**src/hw/rtl/pva_pkg.sv**
```systemverilog
package pva_pkg;

  localparam int VOICES_DEF = 8;
  localparam int VOICES_MAX = 32;
  localparam int MAX_RES    = 8;
  localparam int TICK_W     = 32;
  localparam int NOTE_W     = 7;

  // Input operation codes
  localparam logic [2:0] OP_NOTE_ON    = 3'd0;
  localparam logic [2:0] OP_NOTE_OFF   = 3'd1;
  localparam logic [2:0] OP_VOICE_DONE = 3'd2;
  localparam logic [2:0] OP_TICK       = 3'd3;
  localparam logic [2:0] OP_ALL_OFF    = 3'd4;

  // Result action codes
  localparam logic [1:0] ACT_START   = 2'd0;
  localparam logic [1:0] ACT_RELEASE = 2'd1;
  localparam logic [1:0] ACT_NOTHING = 2'd2;

  // Register indexes
  localparam logic REG_UNISON = 1'b0;

  // State of one voice, as held in one cell of the ring.
  typedef struct packed {
    logic [NOTE_W-1:0] pitch;
    logic              held;
    logic              sounding;
    logic [TICK_W-1:0] start;
  } voice_t;

  // One result transaction.
  typedef struct packed {
    logic [2:0]        voice;
    logic [1:0]        action;
    logic [NOTE_W-1:0] pitch;
    logic [2:0]        slot;
  } result_t;

endpackage

```
**src/hw/rtl/pva_cell.sv**
```systemverilog
module pva_cell
  import pva_pkg::*;
(
  input  logic   clk_i,
  input  logic   rst_ni,
  input  logic   shift_en_i,
  input  voice_t d_i,
  output voice_t q_o
);

  voice_t voice_q, voice_d;

  // The cell takes its neighbour's voice whenever the ring advances.
  assign voice_d = shift_en_i ? d_i : voice_q;
  assign q_o     = voice_q;

  always_ff @(posedge clk_i or negedge rst_ni) begin
    if (!rst_ni) begin
      voice_q <= '0;
    end else begin
      voice_q <= voice_d;
    end
  end

endmodule

```
**src/hw/rtl/pva_ctrl.sv**
```systemverilog
module pva_ctrl
  import pva_pkg::*;
#(
  parameter int VOICES = VOICES_DEF
) (
  input  logic        clk_i,
  input  logic        rst_ni,
  input  logic        unison_i,
  // ring access: head cell in, modified voice out to the tail cell
  input  voice_t      head_i,
  output voice_t      tail_o,
  output logic        shift_en_o,
  // input stream
  input  logic        s_tvalid,
  output logic        s_tready,
  input  logic [15:0] s_tdata,   // [6:0] note, [9:7] voice_id, rest zero
  input  logic [2:0]  s_tuser,   // [2:0] op
  // result stream
  output logic        m_tvalid,
  input  logic        m_tready,
  output logic [15:0] m_tdata,   // [2:0] voice, [9:3] pitch, [12:10] detune_slot
  output logic [1:0]  m_tuser,   // [1:0] action
  output logic        m_tlast
);

  localparam int IW = (VOICES > 1) ? $clog2(VOICES) : 1;
  localparam int CW = $clog2(MAX_RES + 1);

  localparam logic [1:0] ST_IDLE   = 2'd0;
  localparam logic [1:0] ST_SCAN   = 2'd1;
  localparam logic [1:0] ST_APPLY  = 2'd2;
  localparam logic [1:0] ST_FINISH = 2'd3;

  logic [1:0]        state_q, state_d;
  logic [2:0]        op_q, op_d;
  logic [NOTE_W-1:0] note_q, note_d;
  logic [2:0]        vid_q, vid_d;
  logic [IW-1:0]     idx_q, idx_d;
  logic [CW-1:0]     cnt_q, cnt_d;
  logic [TICK_W-1:0] tick_q, tick_d;

  logic              match_found_q, match_found_d;
  logic [IW-1:0]     match_idx_q, match_idx_d;
  logic              free_found_q, free_found_d;
  logic [IW-1:0]     free_idx_q, free_idx_d;
  logic [IW-1:0]     best_idx_q, best_idx_d;
  logic              best_held_q, best_held_d;
  logic [TICK_W-1:0] best_start_q, best_start_d;

  logic              pend_valid_q, pend_valid_d;
  result_t           pend_q, pend_d;
  logic              out_valid_q, out_valid_d;
  result_t           out_q, out_d;
  logic              out_last_q, out_last_d;

  logic              accept;
  logic              idx_last;
  logic [IW+2:0]     idx_ext;
  logic [IW-1:0]     pick_idx;
  logic              hit;
  logic              report;
  logic              push;
  logic              out_free;
  logic              step_ok;
  result_t           res;
  voice_t            tail;

  assign accept   = s_tvalid && s_tready;
  assign s_tready = (state_q == ST_IDLE);
  assign idx_last = (idx_q == IW'(VOICES - 1));
  assign idx_ext  = {3'b000, idx_q};
  assign pick_idx = match_found_q ? match_idx_q :
                    free_found_q  ? free_idx_q  : best_idx_q;
  assign out_free = !out_valid_q || m_tready;

  // Effect of the current operation on the voice at the head of the ring.
  always_comb begin
    tail       = head_i;
    hit        = 1'b0;
    res        = '0;
    res.voice  = idx_ext[2:0];
    if (state_q == ST_APPLY) begin
      case (op_q)
        OP_NOTE_ON: begin
          if (unison_i || (idx_q == pick_idx)) begin
            tail.pitch    = note_q;
            tail.held     = 1'b1;
            tail.sounding = 1'b1;
            tail.start    = tick_q;
            hit           = 1'b1;
            res.action    = ACT_START;
            res.pitch     = note_q;
            res.slot      = unison_i ? idx_ext[2:0] : 3'd0;
          end
        end
        OP_NOTE_OFF: begin
          if (head_i.held && (head_i.pitch == note_q)) begin
            tail.held  = 1'b0;
            hit        = 1'b1;
            res.action = ACT_RELEASE;
            res.pitch  = head_i.pitch;
          end
        end
        OP_VOICE_DONE: begin
          if ({{IW{1'b0}}, vid_q} == idx_ext) begin
            tail.held     = 1'b0;
            tail.sounding = 1'b0;
          end
        end
        OP_ALL_OFF: begin
          if (head_i.sounding) begin
            tail.held  = 1'b0;
            hit        = 1'b1;
            res.action = ACT_RELEASE;
            res.pitch  = head_i.pitch;
          end
        end
        default: begin
        end
      endcase
    end
  end

  // Only the first MAX_RES results of an item are reported; the staged
  // result moves to the output once a newer one shows it is not the last.
  assign report     = hit && (cnt_q < CW'(MAX_RES));
  assign push       = report && pend_valid_q;
  assign step_ok    = !push || out_free;
  assign shift_en_o = (state_q == ST_SCAN) || ((state_q == ST_APPLY) && step_ok);
  assign tail_o     = tail;

  always_comb begin
    state_d       = state_q;
    op_d          = op_q;
    note_d        = note_q;
    vid_d         = vid_q;
    idx_d         = idx_q;
    cnt_d         = cnt_q;
    tick_d        = tick_q;
    match_found_d = match_found_q;
    match_idx_d   = match_idx_q;
    free_found_d  = free_found_q;
    free_idx_d    = free_idx_q;
    best_idx_d    = best_idx_q;
    best_held_d   = best_held_q;
    best_start_d  = best_start_q;
    pend_valid_d  = pend_valid_q;
    pend_d        = pend_q;
    out_valid_d   = out_valid_q;
    out_d         = out_q;
    out_last_d    = out_last_q;

    if (out_valid_q && m_tready) begin
      out_valid_d = 1'b0;
    end

    case (state_q)
      ST_IDLE: begin
        if (accept) begin
          op_d          = s_tuser;
          note_d        = s_tdata[6:0];
          vid_d         = s_tdata[9:7];
          idx_d         = '0;
          cnt_d         = '0;
          pend_valid_d  = 1'b0;
          match_found_d = 1'b0;
          free_found_d  = 1'b0;
          if ((s_tuser == OP_NOTE_ON) && !unison_i) begin
            state_d = ST_SCAN;
          end else if (s_tuser inside {OP_NOTE_ON, OP_NOTE_OFF, OP_VOICE_DONE,
                                       OP_ALL_OFF}) begin
            state_d = ST_APPLY;
          end else begin
            if (s_tuser == OP_TICK) begin
              tick_d = tick_q + TICK_W'(1);
            end
            state_d = ST_FINISH;
          end
        end
      end
      ST_SCAN: begin
        if (!match_found_q && head_i.sounding && (head_i.pitch == note_q)) begin
          match_found_d = 1'b1;
          match_idx_d   = idx_q;
        end
        if (!free_found_q && !head_i.sounding) begin
          free_found_d = 1'b1;
          free_idx_d   = idx_q;
        end
        if ((idx_q == '0) ||
            (!head_i.held && best_held_q) ||
            ((head_i.held == best_held_q) && (head_i.start < best_start_q))) begin
          best_idx_d   = idx_q;
          best_held_d  = head_i.held;
          best_start_d = head_i.start;
        end
        idx_d = idx_last ? '0 : idx_q + IW'(1);
        if (idx_last) begin
          state_d = ST_APPLY;
        end
      end
      ST_APPLY: begin
        if (step_ok) begin
          if (push) begin
            out_valid_d = 1'b1;
            out_d       = pend_q;
            out_last_d  = 1'b0;
          end
          if (report) begin
            pend_valid_d = 1'b1;
            pend_d       = res;
            cnt_d        = cnt_q + CW'(1);
          end
          idx_d = idx_last ? '0 : idx_q + IW'(1);
          if (idx_last) begin
            state_d = ST_FINISH;
          end
        end
      end
      ST_FINISH: begin
        if (out_free) begin
          out_valid_d = 1'b1;
          out_last_d  = 1'b1;
          if (pend_valid_q) begin
            out_d = pend_q;
          end else begin
            out_d        = '0;
            out_d.action = ACT_NOTHING;
          end
          state_d = ST_IDLE;
        end
      end
      default: begin
        state_d = ST_IDLE;
      end
    endcase
  end

  always_ff @(posedge clk_i or negedge rst_ni) begin
    if (!rst_ni) begin
      state_q      <= ST_IDLE;
      idx_q        <= '0;
      cnt_q        <= '0;
      tick_q       <= '0;
      pend_valid_q <= 1'b0;
      out_valid_q  <= 1'b0;
    end else begin
      state_q      <= state_d;
      idx_q        <= idx_d;
      cnt_q        <= cnt_d;
      tick_q       <= tick_d;
      pend_valid_q <= pend_valid_d;
      out_valid_q  <= out_valid_d;
    end
  end

  always_ff @(posedge clk_i) begin
    op_q          <= op_d;
    note_q        <= note_d;
    vid_q         <= vid_d;
    match_found_q <= match_found_d;
    match_idx_q   <= match_idx_d;
    free_found_q  <= free_found_d;
    free_idx_q    <= free_idx_d;
    best_idx_q    <= best_idx_d;
    best_held_q   <= best_held_d;
    best_start_q  <= best_start_d;
    pend_q        <= pend_d;
    out_q         <= out_d;
    out_last_q    <= out_last_d;
  end

  assign m_tvalid = out_valid_q;
  assign m_tdata  = {3'b000, out_q.slot, out_q.pitch, out_q.voice};
  assign m_tuser  = out_q.action;
  assign m_tlast  = out_last_q;

`ifndef SYNTHESIS
  a_nothing_is_last: assert property (@(posedge clk_i) disable iff (!rst_ni)
    (m_tvalid && (m_tuser == ACT_NOTHING)) |-> m_tlast)
    else $error("nothing result without tlast");

  a_count_bounded: assert property (@(posedge clk_i) disable iff (!rst_ni)
    cnt_q <= CW'(MAX_RES))
    else $error("result count above limit");

  a_finish_emits: assert property (@(posedge clk_i) disable iff (!rst_ni)
    ((state_q == ST_FINISH) && out_free) |=> (m_tvalid && m_tlast && s_tready))
    else $error("finish did not emit final result");

  a_scan_never_stalls: assert property (@(posedge clk_i) disable iff (!rst_ni)
    (state_q == ST_SCAN) |-> (shift_en_o && !hit))
    else $error("ring stalled or modified during scan");
`endif

endmodule

```
**src/hw/rtl/poly_voice_allocator.sv**
```systemverilog
// One input transaction is handled at a time: a new one is taken only once the final
// result of the last has been issued. A note-on outside unison mode takes a scan pass,
// then an update pass. Other voice ops take only an update pass; ticks and unused codes none.
// The ring advances one cell per cycle in a pass, unless a stalled output holds an update pass.
// Reset (rst_ni, asynchronous, active low) clears every voice, the tick counter,
// unison_mode and all handshake state.
module poly_voice_allocator
  import pva_pkg::*;
#(
  parameter int VOICES = VOICES_DEF
) (
  input  logic        clk_i,
  input  logic        rst_ni,
  // APB configuration port
  input  logic        psel,
  input  logic        penable,
  input  logic        pwrite,
  input  logic [2:0]  paddr,
  input  logic [31:0] pwdata,
  output logic [31:0] prdata,
  output logic        pready,
  // Input stream
  input  logic        s_tvalid,
  output logic        s_tready,
  input  logic [15:0] s_tdata,   // [6:0] note, [9:7] voice_id, [15:10] zero
  input  logic [2:0]  s_tuser,   // [2:0] op
  // Result stream
  output logic        m_tvalid,
  input  logic        m_tready,
  output logic [15:0] m_tdata,   // [2:0] voice, [9:3] pitch, [12:10] detune_slot, [15:13] zero
  output logic [1:0]  m_tuser,   // [1:0] action
  output logic        m_tlast
);

  // The single register, unison_mode, sits at byte address 0. Writes complete
  // in the access phase; pready is tied high so there are no wait states.
  logic   unison_q, unison_d;
  logic   cfg_wr;

  assign pready = 1'b1;
  assign cfg_wr = psel && penable && pwrite && pready;
  assign unison_d = (cfg_wr && (paddr[2] == REG_UNISON)) ? pwdata[0] : unison_q;
  assign prdata   = (paddr[2] == REG_UNISON) ? {31'd0, unison_q} : 32'd0;

  always_ff @(posedge clk_i or negedge rst_ni) begin
    if (!rst_ni) begin
      unison_q <= 1'b0;
    end else begin
      unison_q <= unison_d;
    end
  end

  // The voices form a ring of cells. When the ring advances, each cell takes
  // the voice of its upper neighbour and the top cell takes the head voice as
  // the controller has updated it, so after VOICES steps every voice is back
  // in its own cell and has passed the head once, in index order.
  voice_t chain   [VOICES];
  voice_t tail;
  logic   shift_en;

  for (genvar g = 0; g < VOICES; g++) begin : g_cell
    voice_t cell_d;
    if (g == VOICES - 1) begin : g_top
      assign cell_d = tail;
    end else begin : g_mid
      assign cell_d = chain[g+1];
    end
    pva_cell u_cell (
      .clk_i      (clk_i),
      .rst_ni     (rst_ni),
      .shift_en_i (shift_en),
      .d_i        (cell_d),
      .q_o        (chain[g])
    );
  end

  // The controller sequences the scan and update passes, keeps the tick
  // counter and stages results so that tlast marks the final one of each item.
  pva_ctrl #(
    .VOICES (VOICES)
  ) u_ctrl (
    .clk_i      (clk_i),
    .rst_ni     (rst_ni),
    .unison_i   (unison_q),
    .head_i     (chain[0]),
    .tail_o     (tail),
    .shift_en_o (shift_en),
    .s_tvalid   (s_tvalid),
    .s_tready   (s_tready),
    .s_tdata    (s_tdata),
    .s_tuser    (s_tuser),
    .m_tvalid   (m_tvalid),
    .m_tready   (m_tready),
    .m_tdata    (m_tdata),
    .m_tuser    (m_tuser),
    .m_tlast    (m_tlast)
  );

endmodule

```
**config.mk**
```make
export PLATFORM = sky130hd
export DESIGN_NAME = poly_voice_allocator
export DESIGN_NICKNAME = d
export VERILOG_FILES = /design/src/hw/rtl/pva_pkg.sv /design/src/hw/rtl/pva_cell.sv /design/src/hw/rtl/pva_ctrl.sv /design/src/hw/rtl/poly_voice_allocator.sv
export SDC_FILE = /design/constraint.sdc
export NUM_CORES = 1
export LEC_CHECK = 0
export CORE_ASPECT_RATIO = 0.75
export CORE_MARGIN = 2
export CORE_UTILIZATION = 50
export CTS_CLUSTER_SIZE = 40
export DETAILED_ROUTE_END_ITERATION = 8
export DONT_BUFFER_PORTS = 1
export GPL_TIMING_DRIVEN = 0
export HOLD_SLACK_MARGIN = 0.02
export SETUP_SLACK_MARGIN = 0.5
export SLEW_MARGIN = 15
export SYNTH_ARGS = -nofsm -noshare
export SYNTH_HDL_FRONTEND = slang
export SYNTH_SLANG_ARGS = --single-unit
```
**constraint.sdc**
```tcl
create_clock -name clk_i -period 8.3 [get_ports clk_i]
set_input_delay 0 -clock clk_i [delete_from_list [all_inputs] [get_ports clk_i]]
set_output_delay 0 -clock clk_i [all_outputs]
set_load 0.02 [all_outputs]
```
-- Word-level counts from Yosys, hierarchy flattened
Index checks and enable logic that the tools add are counted.
- register bits: 460
- input bits: 61
- word-level logic and storage cells: 200
- output and inout port bits: 54
- muxes and demuxes: 60
- $lt $le $gt $ge: 2
- add/sub/neg operators: 3
- bitwise gates (word level): 3
- reductions and logical operators: 50
- eq/ne operators: 24
- operators by type and width (kind ; count):
    41-bit 2-to-1 mux ; 2
    15-bit 2-to-1 mux ; 4
    32-bit by 1-bit adder with 32-bit output, second input constant ; 1
    32-bit less-than comparator ; 1
    32-bit 2-to-1 mux ; 1
    15-bit one-hot mux with 2 select lines ; 1
    9-bit one-hot mux with 3 select lines ; 1
    1-bit 2-to-1 mux ; 20
    3-bit 2-to-1 mux ; 6
    8-bit 2-to-1 mux ; 2
    1-bit logical AND ; 15
    3-bit AND reduction ; 5
    2-bit 2-to-1 mux ; 7
    4-bit 2-to-1 mux ; 3
    2-bit by 1-bit inequality test with 1-bit output, second input constant ; 6
    1-bit one-hot mux with 2 select lines ; 6
    10-bit 2-to-1 mux ; 1
    5-bit AND reduction ; 2
    3-bit by 2-bit == test with 1-bit output, second input constant ; 3
    3-bit == test, second input constant ; 3
    3-bit zero test ; 3
    3-bit one-hot mux with 3 select lines ; 1
    2-bit one-hot mux with 4 select lines ; 1
    4-bit one-hot mux with 2 select lines ; 1
    22 further kinds ; 46

-- Depth between registers and ports, before layout
- depth in word-level cells: 13
- gate-level depth with buffers: 10
- gate-level depth less buffers: 9

-- Modules after synthesis
A second synthesis with hierarchy kept.
- cells, all modules: 1280
- area, all modules: 21008.9 sq um
- modules (own cells, without submodules) (module ; area an instance (sq um) ; times used ; sequential area each (sq um) ; cells an instance):
    pva_cell ; 1729.2 ; 8 ; 1026.0 ; 87
    pva_ctrl ; 6874.1 ; 1 ; 3688.5 ; 546
    poly_voice_allocator ; 301.5 ; 1 ; 25.0 ; 38

-- Least setup slack after synthesis
No wires, ideal clock.
- kind: register to register
- start: register g_cell[0].u_cell.voice_q, in the netlist g_cell[0].u_cell.q_o[17]
- end: register u_ctrl.best_held_q, enable pin
- setup slack: 4.285 ns
- period minus slack after synthesis: 4.015 ns
- setup time: 0.451 ns
- data required time: 7.849 ns
- data arrival time: 3.564 ns
- stages on the path, launching flop included: 9
- path buffers: 0
- cell sequence: dfrtp_1 ha_1 a21o_1 a21o_1 a221oi_1 o21bai_1 a31oi_1 o31ai_1 a31oi_1
- longest elaborated chain between the ends: 4
- RTL lines (element ; line ; text):
    start, declared ; pva_cell.sv:11 ; voice_t voice_q, voice_d;
    start signal, assigned ; pva_cell.sv:21 ; voice_q <= voice_d;
    32-bit less-than comparator ; pva_ctrl.sv:192 ; ((head_i.held == best_held_q) && (head_i.start < best_start_q))) begin
    1-bit logical AND ; pva_ctrl.sv:192 ;
    1-bit logical OR ; pva_ctrl.sv:191 ; (!head_i.held && best_held_q) ||
    2-bit AND reduction (no line) ; -- ;
    end signal, assigned ; pva_ctrl.sv:266 ; best_held_q <= best_held_d;
    end, declared ; pva_ctrl.sv:47 ; logic best_held_q, best_held_d;
No other way between the ends.
A chain may end at the register's enable or synchronous reset.

-- Worst setup path in the final report
- start: register u_ctrl.state_q[1]
- end: register u_ctrl.tick_q[27]
- longest elaborated chain between the ends: 3
- RTL lines (element ; line ; text):
    start, declared ; pva_ctrl.sv:34 ; logic [1:0] state_q, state_d;
    start signal, assigned ; pva_ctrl.sv:248 ; state_q <= state_d;
    2-bit zero test (*) ; pva_ctrl.sv:69 ; assign s_tready = (state_q == ST_IDLE);
    net s_tready ; poly_voice_allocator.sv:24 ; output logic s_tready,
    1-bit logical AND ; pva_ctrl.sv:68 ; assign accept = s_tvalid && s_tready;
    5-bit AND reduction (no line) (*) ; -- ;
    end signal, assigned ; pva_ctrl.sv:251 ; tick_q <= tick_d;
    end, declared ; pva_ctrl.sv:40 ; logic [TICK_W-1:0] tick_q, tick_d;
Mark *: on every way through the listed nets, which the timed path passes. The rest lies on a longest branch.

==> metrics.txt <==
path type of the worst setup path flip-flop to flip-flop; Clock Skews 0.0166 ns; H-tree levels 2; FMAX 279 MHz; R2R depth 9; CTS sink cnt 459; Area Growth Syn to Fin 11.8%; fin nets 1,461; root buf cell clkbuf_16; Antenna diodes 0; Die Area 0.0429 mm2; crit path from u_ctrl.state_q[1]; critical path's largest stage delay 0.75 ns; power share of the combinational group 35.0%; Routed WL 35,900 um; post-synthesis cell count 1,259; core area 0.0408 mm2; ANT nets after route 0; max-slew violation count 0; most used cell, CP nor3_1; Die X 238 um; vias per inst 5.08; P_sw 2320 uW; Worst R2R Start u_ctrl.state_q[1]; vias in the first global route 10.2k; Slew @ Worst Pin 1.41 ns; reg2reg setup slack 4.72 ns; status complete, but fails checks; Slew headroom 5.87%; Crit Reg-Reg Endpoint u_ctrl.tick_q[27]; Clock power frac 26.7%; Clk Latency, worst-skew pair 0.55 ns; slowest CP cell nor3_1; cell count along the critical path 9; min Tclk post-route 3.58 ns; synthesized area 0.0206 mm2; Syn Area/Cell 16.4 um2; ys flop type dfrtp_1; largest net degree at the start of global routing 373; TritonCTS clock tree done; sw frac 31.9%; DRT iter0 DRCs 474; Worst EP required 8.72 ns; initial antenna violation count 0; crit-path leading delay family simple AND/OR/NAND/NOR gates; Max clock buf depth 3; row cnt 64; Top Ports 115; DP Wirelength 23,400 um; register bit total from synthesis 459; sequential-to-total area share from yosys stat 57.8%; crit path to u_ctrl.tick_q[27]; EDFF count, synth 87; GRT Resource Usage Total 17.4%; dpl ws 4.78 ns; Max Cap Violations 0; Critical Path AT 4.00 ns; Initial Utilization 50.6%; Die H 180 um; hold buffer count at cts 17; Vias 9,746; Worst VDD drop 0.203 mV; routability-driven placement congestion ratio 0.777; WP buf/inv 1; number of remaining DRC errors 0; detailed-router iteration count before antenna repair 6; # resized after CTS 0; CP endpoint kind flip-flop; share of cells above drive strength 1 32.7%; cell leakage power 0.0115 uW; routed length per placed instance 18.7 um; PnR worst setup slack 4.72 ns; setup_tns 0 ns; final setup fails 0; Post-CTS Setup Bufs 0; CP Launch Type flip-flop; period utilization 43.1%; Synth cell types 56; Hold Vio Cnt, Final 372; ys async rst share 81.0%; crit-path cells inv_1 -> ha_1 -> nand2_1 -> nor3_1 -> and2_1 -> nand4_1 -> nor3_1 -> nand3_1 -> xnor2_1; Hold WS -0.820 ns; Seq pwr share 38.3%; pwr dens 315 mW/mm2; RSZ-0062 raised after global routing no; Int Power 4940 uW; Hold Path Class input port to async pin; first-pass GRT wire length 58,800 um; Inserted Clock Buffers 45; Clock Pin Slew Worst Setup and Hold Paths 0.06 ns; violated checks hold timing; number of port buffers 0; number of synthesis warnings 0; grt total ovfl 0; crit-path max FO 5
layout make-up:
cell class                 instances  area (um2)
buffer                            82        1000
clock buffer                      67        1320
clock inverter                    12        63.8
fill                            3250       17700
inverter                          43         161
multi-input combinational        708        7680
sequential                       459       11900
tap                              528         661
timing repair buffer              20         236
power by group through the flow:
stage | clock network, uW | logic [uW] | registers, uW
after floorplan | 0 | 2020 | 2770
after global placement | 0 | 2500 | 2830
after detailed placement | 0 | 2580 | 2820
after CTS | 2000 | 2590 | 2780
after global routing | 2090 | 2710 | 2810
final | 1940 | 2540 | 2780
cells in the mapped netlist, types with 10 or more instances:
| cell | n | share of area (%) |
|---|---|---|
| a21o_1 | 10 | 0.36 |
| a21oi_1 | 11 | 0.27 |
| and2_1 | 17 | 0.52 |
| and3_1 | 10 | 0.30 |
| buf_12 | 33 | 3.2 |
| buf_4 | 36 | 1.3 |
| clkbuf_1 | 10 | 0.18 |
| dfrtp_1 | 372 | 45 |
| edfxtp_1 | 87 | 13 |
| ha_1 | 41 | 2.5 |
| inv_1 | 41 | 0.75 |
| mux2_1 | 64 | 3.5 |
| mux2_4 | 300 | 22 |
| mux2i_1 | 13 | 0.63 |
| nand2_1 | 32 | 0.58 |
| nand3_1 | 20 | 0.49 |
| nand4_1 | 13 | 0.39 |
| nor2_1 | 13 | 0.24 |
| o21ai_0 | 12 | 0.29 |
| xnor2_1 | 36 | 1.5 |
kinds of logic (layout without fill, tap and decap cells):
group,count (synthesis),in the layout,share of synthesized area (%)
other cells,2,35,0.0364
xor+xnor,44,44,1.87
flops,459,459,57.8
fa+ha+maj,41,41,2.49
compound gates,67,67,2.26
mux,380,380,26.1
buf+inv,125,224,5.64
simple gates,141,141,3.74
through the flow:
stage	hold slack (ns)	instances	power (uW)	utilization [%]	cell area, um2
3_3_place_gp	-0.272	1820	5330	52.5	21400
4_1_cts	-0.858	1919	7370	56.5	23000
3_5_place_dp	-0.269	1823	5400	52.7	21500
6_report	-0.820	1919	7260	56.5	23000
2_1_floorplan	-0.296	1292	4790	-	20700
5_1_grt	-0.851	1919	7610	56.5	23000
registers in the layout, indices dropped and copies added (netlist names), 3 cells and up:
register,flops
u_ctrl.vid_q,3
u_ctrl.free_idx_q,3
u_ctrl.idx_q,3
u_ctrl.m_tdata,13
u_ctrl.match_idx_q,3
u_ctrl.cnt_q,4
u_ctrl.tick_q,32
u_ctrl.pend_q,14
g_cell.u_cell.q_o,328
u_ctrl.op_q,3
u_ctrl.note_q,7
u_ctrl.best_start_q,32
u_ctrl.best_idx_q,3
layout by cell type, fill, tap and decap left out, types with 35 or more instances in the layout:
cell / count
clkbuf_16: 46
inv_1: 41
mux2_4: 300
mux2_1: 64
buf_4: 36
edfxtp_1: 87
ha_1: 41
dfrtp_1: 372
xnor2_1: 36
conb_1: 35
worst min-delay path by stage:
stage	from	end	cells after the start
final	rst_ni	g_cell[0].u_cell.q_o[25]	0
after global routing	rst_ni	g_cell[0].u_cell.q_o[27]	0
after CTS	rst_ni	u_ctrl.m_tvalid	0
after detailed placement	rst_ni	g_cell[3].u_cell.q_o[26]	0
after global placement	rst_ni	g_cell[1].u_cell.q_o[25]	0
after floorplan	rst_ni	g_cell[0].u_cell.q_o[0]	0
layer usage:
metal / vias up / track usage (%) / part of all wire (%)
met1: 4938 / 27.9 / 53
met3: 57 / 2.83 / 3.5
met5: - / 0 / 0
met2: 132 / 24.5 / 42
met4: 0 / 4.45 / 2.1
li1: 4619 / - / -
(Power assumes the default switching activity.)
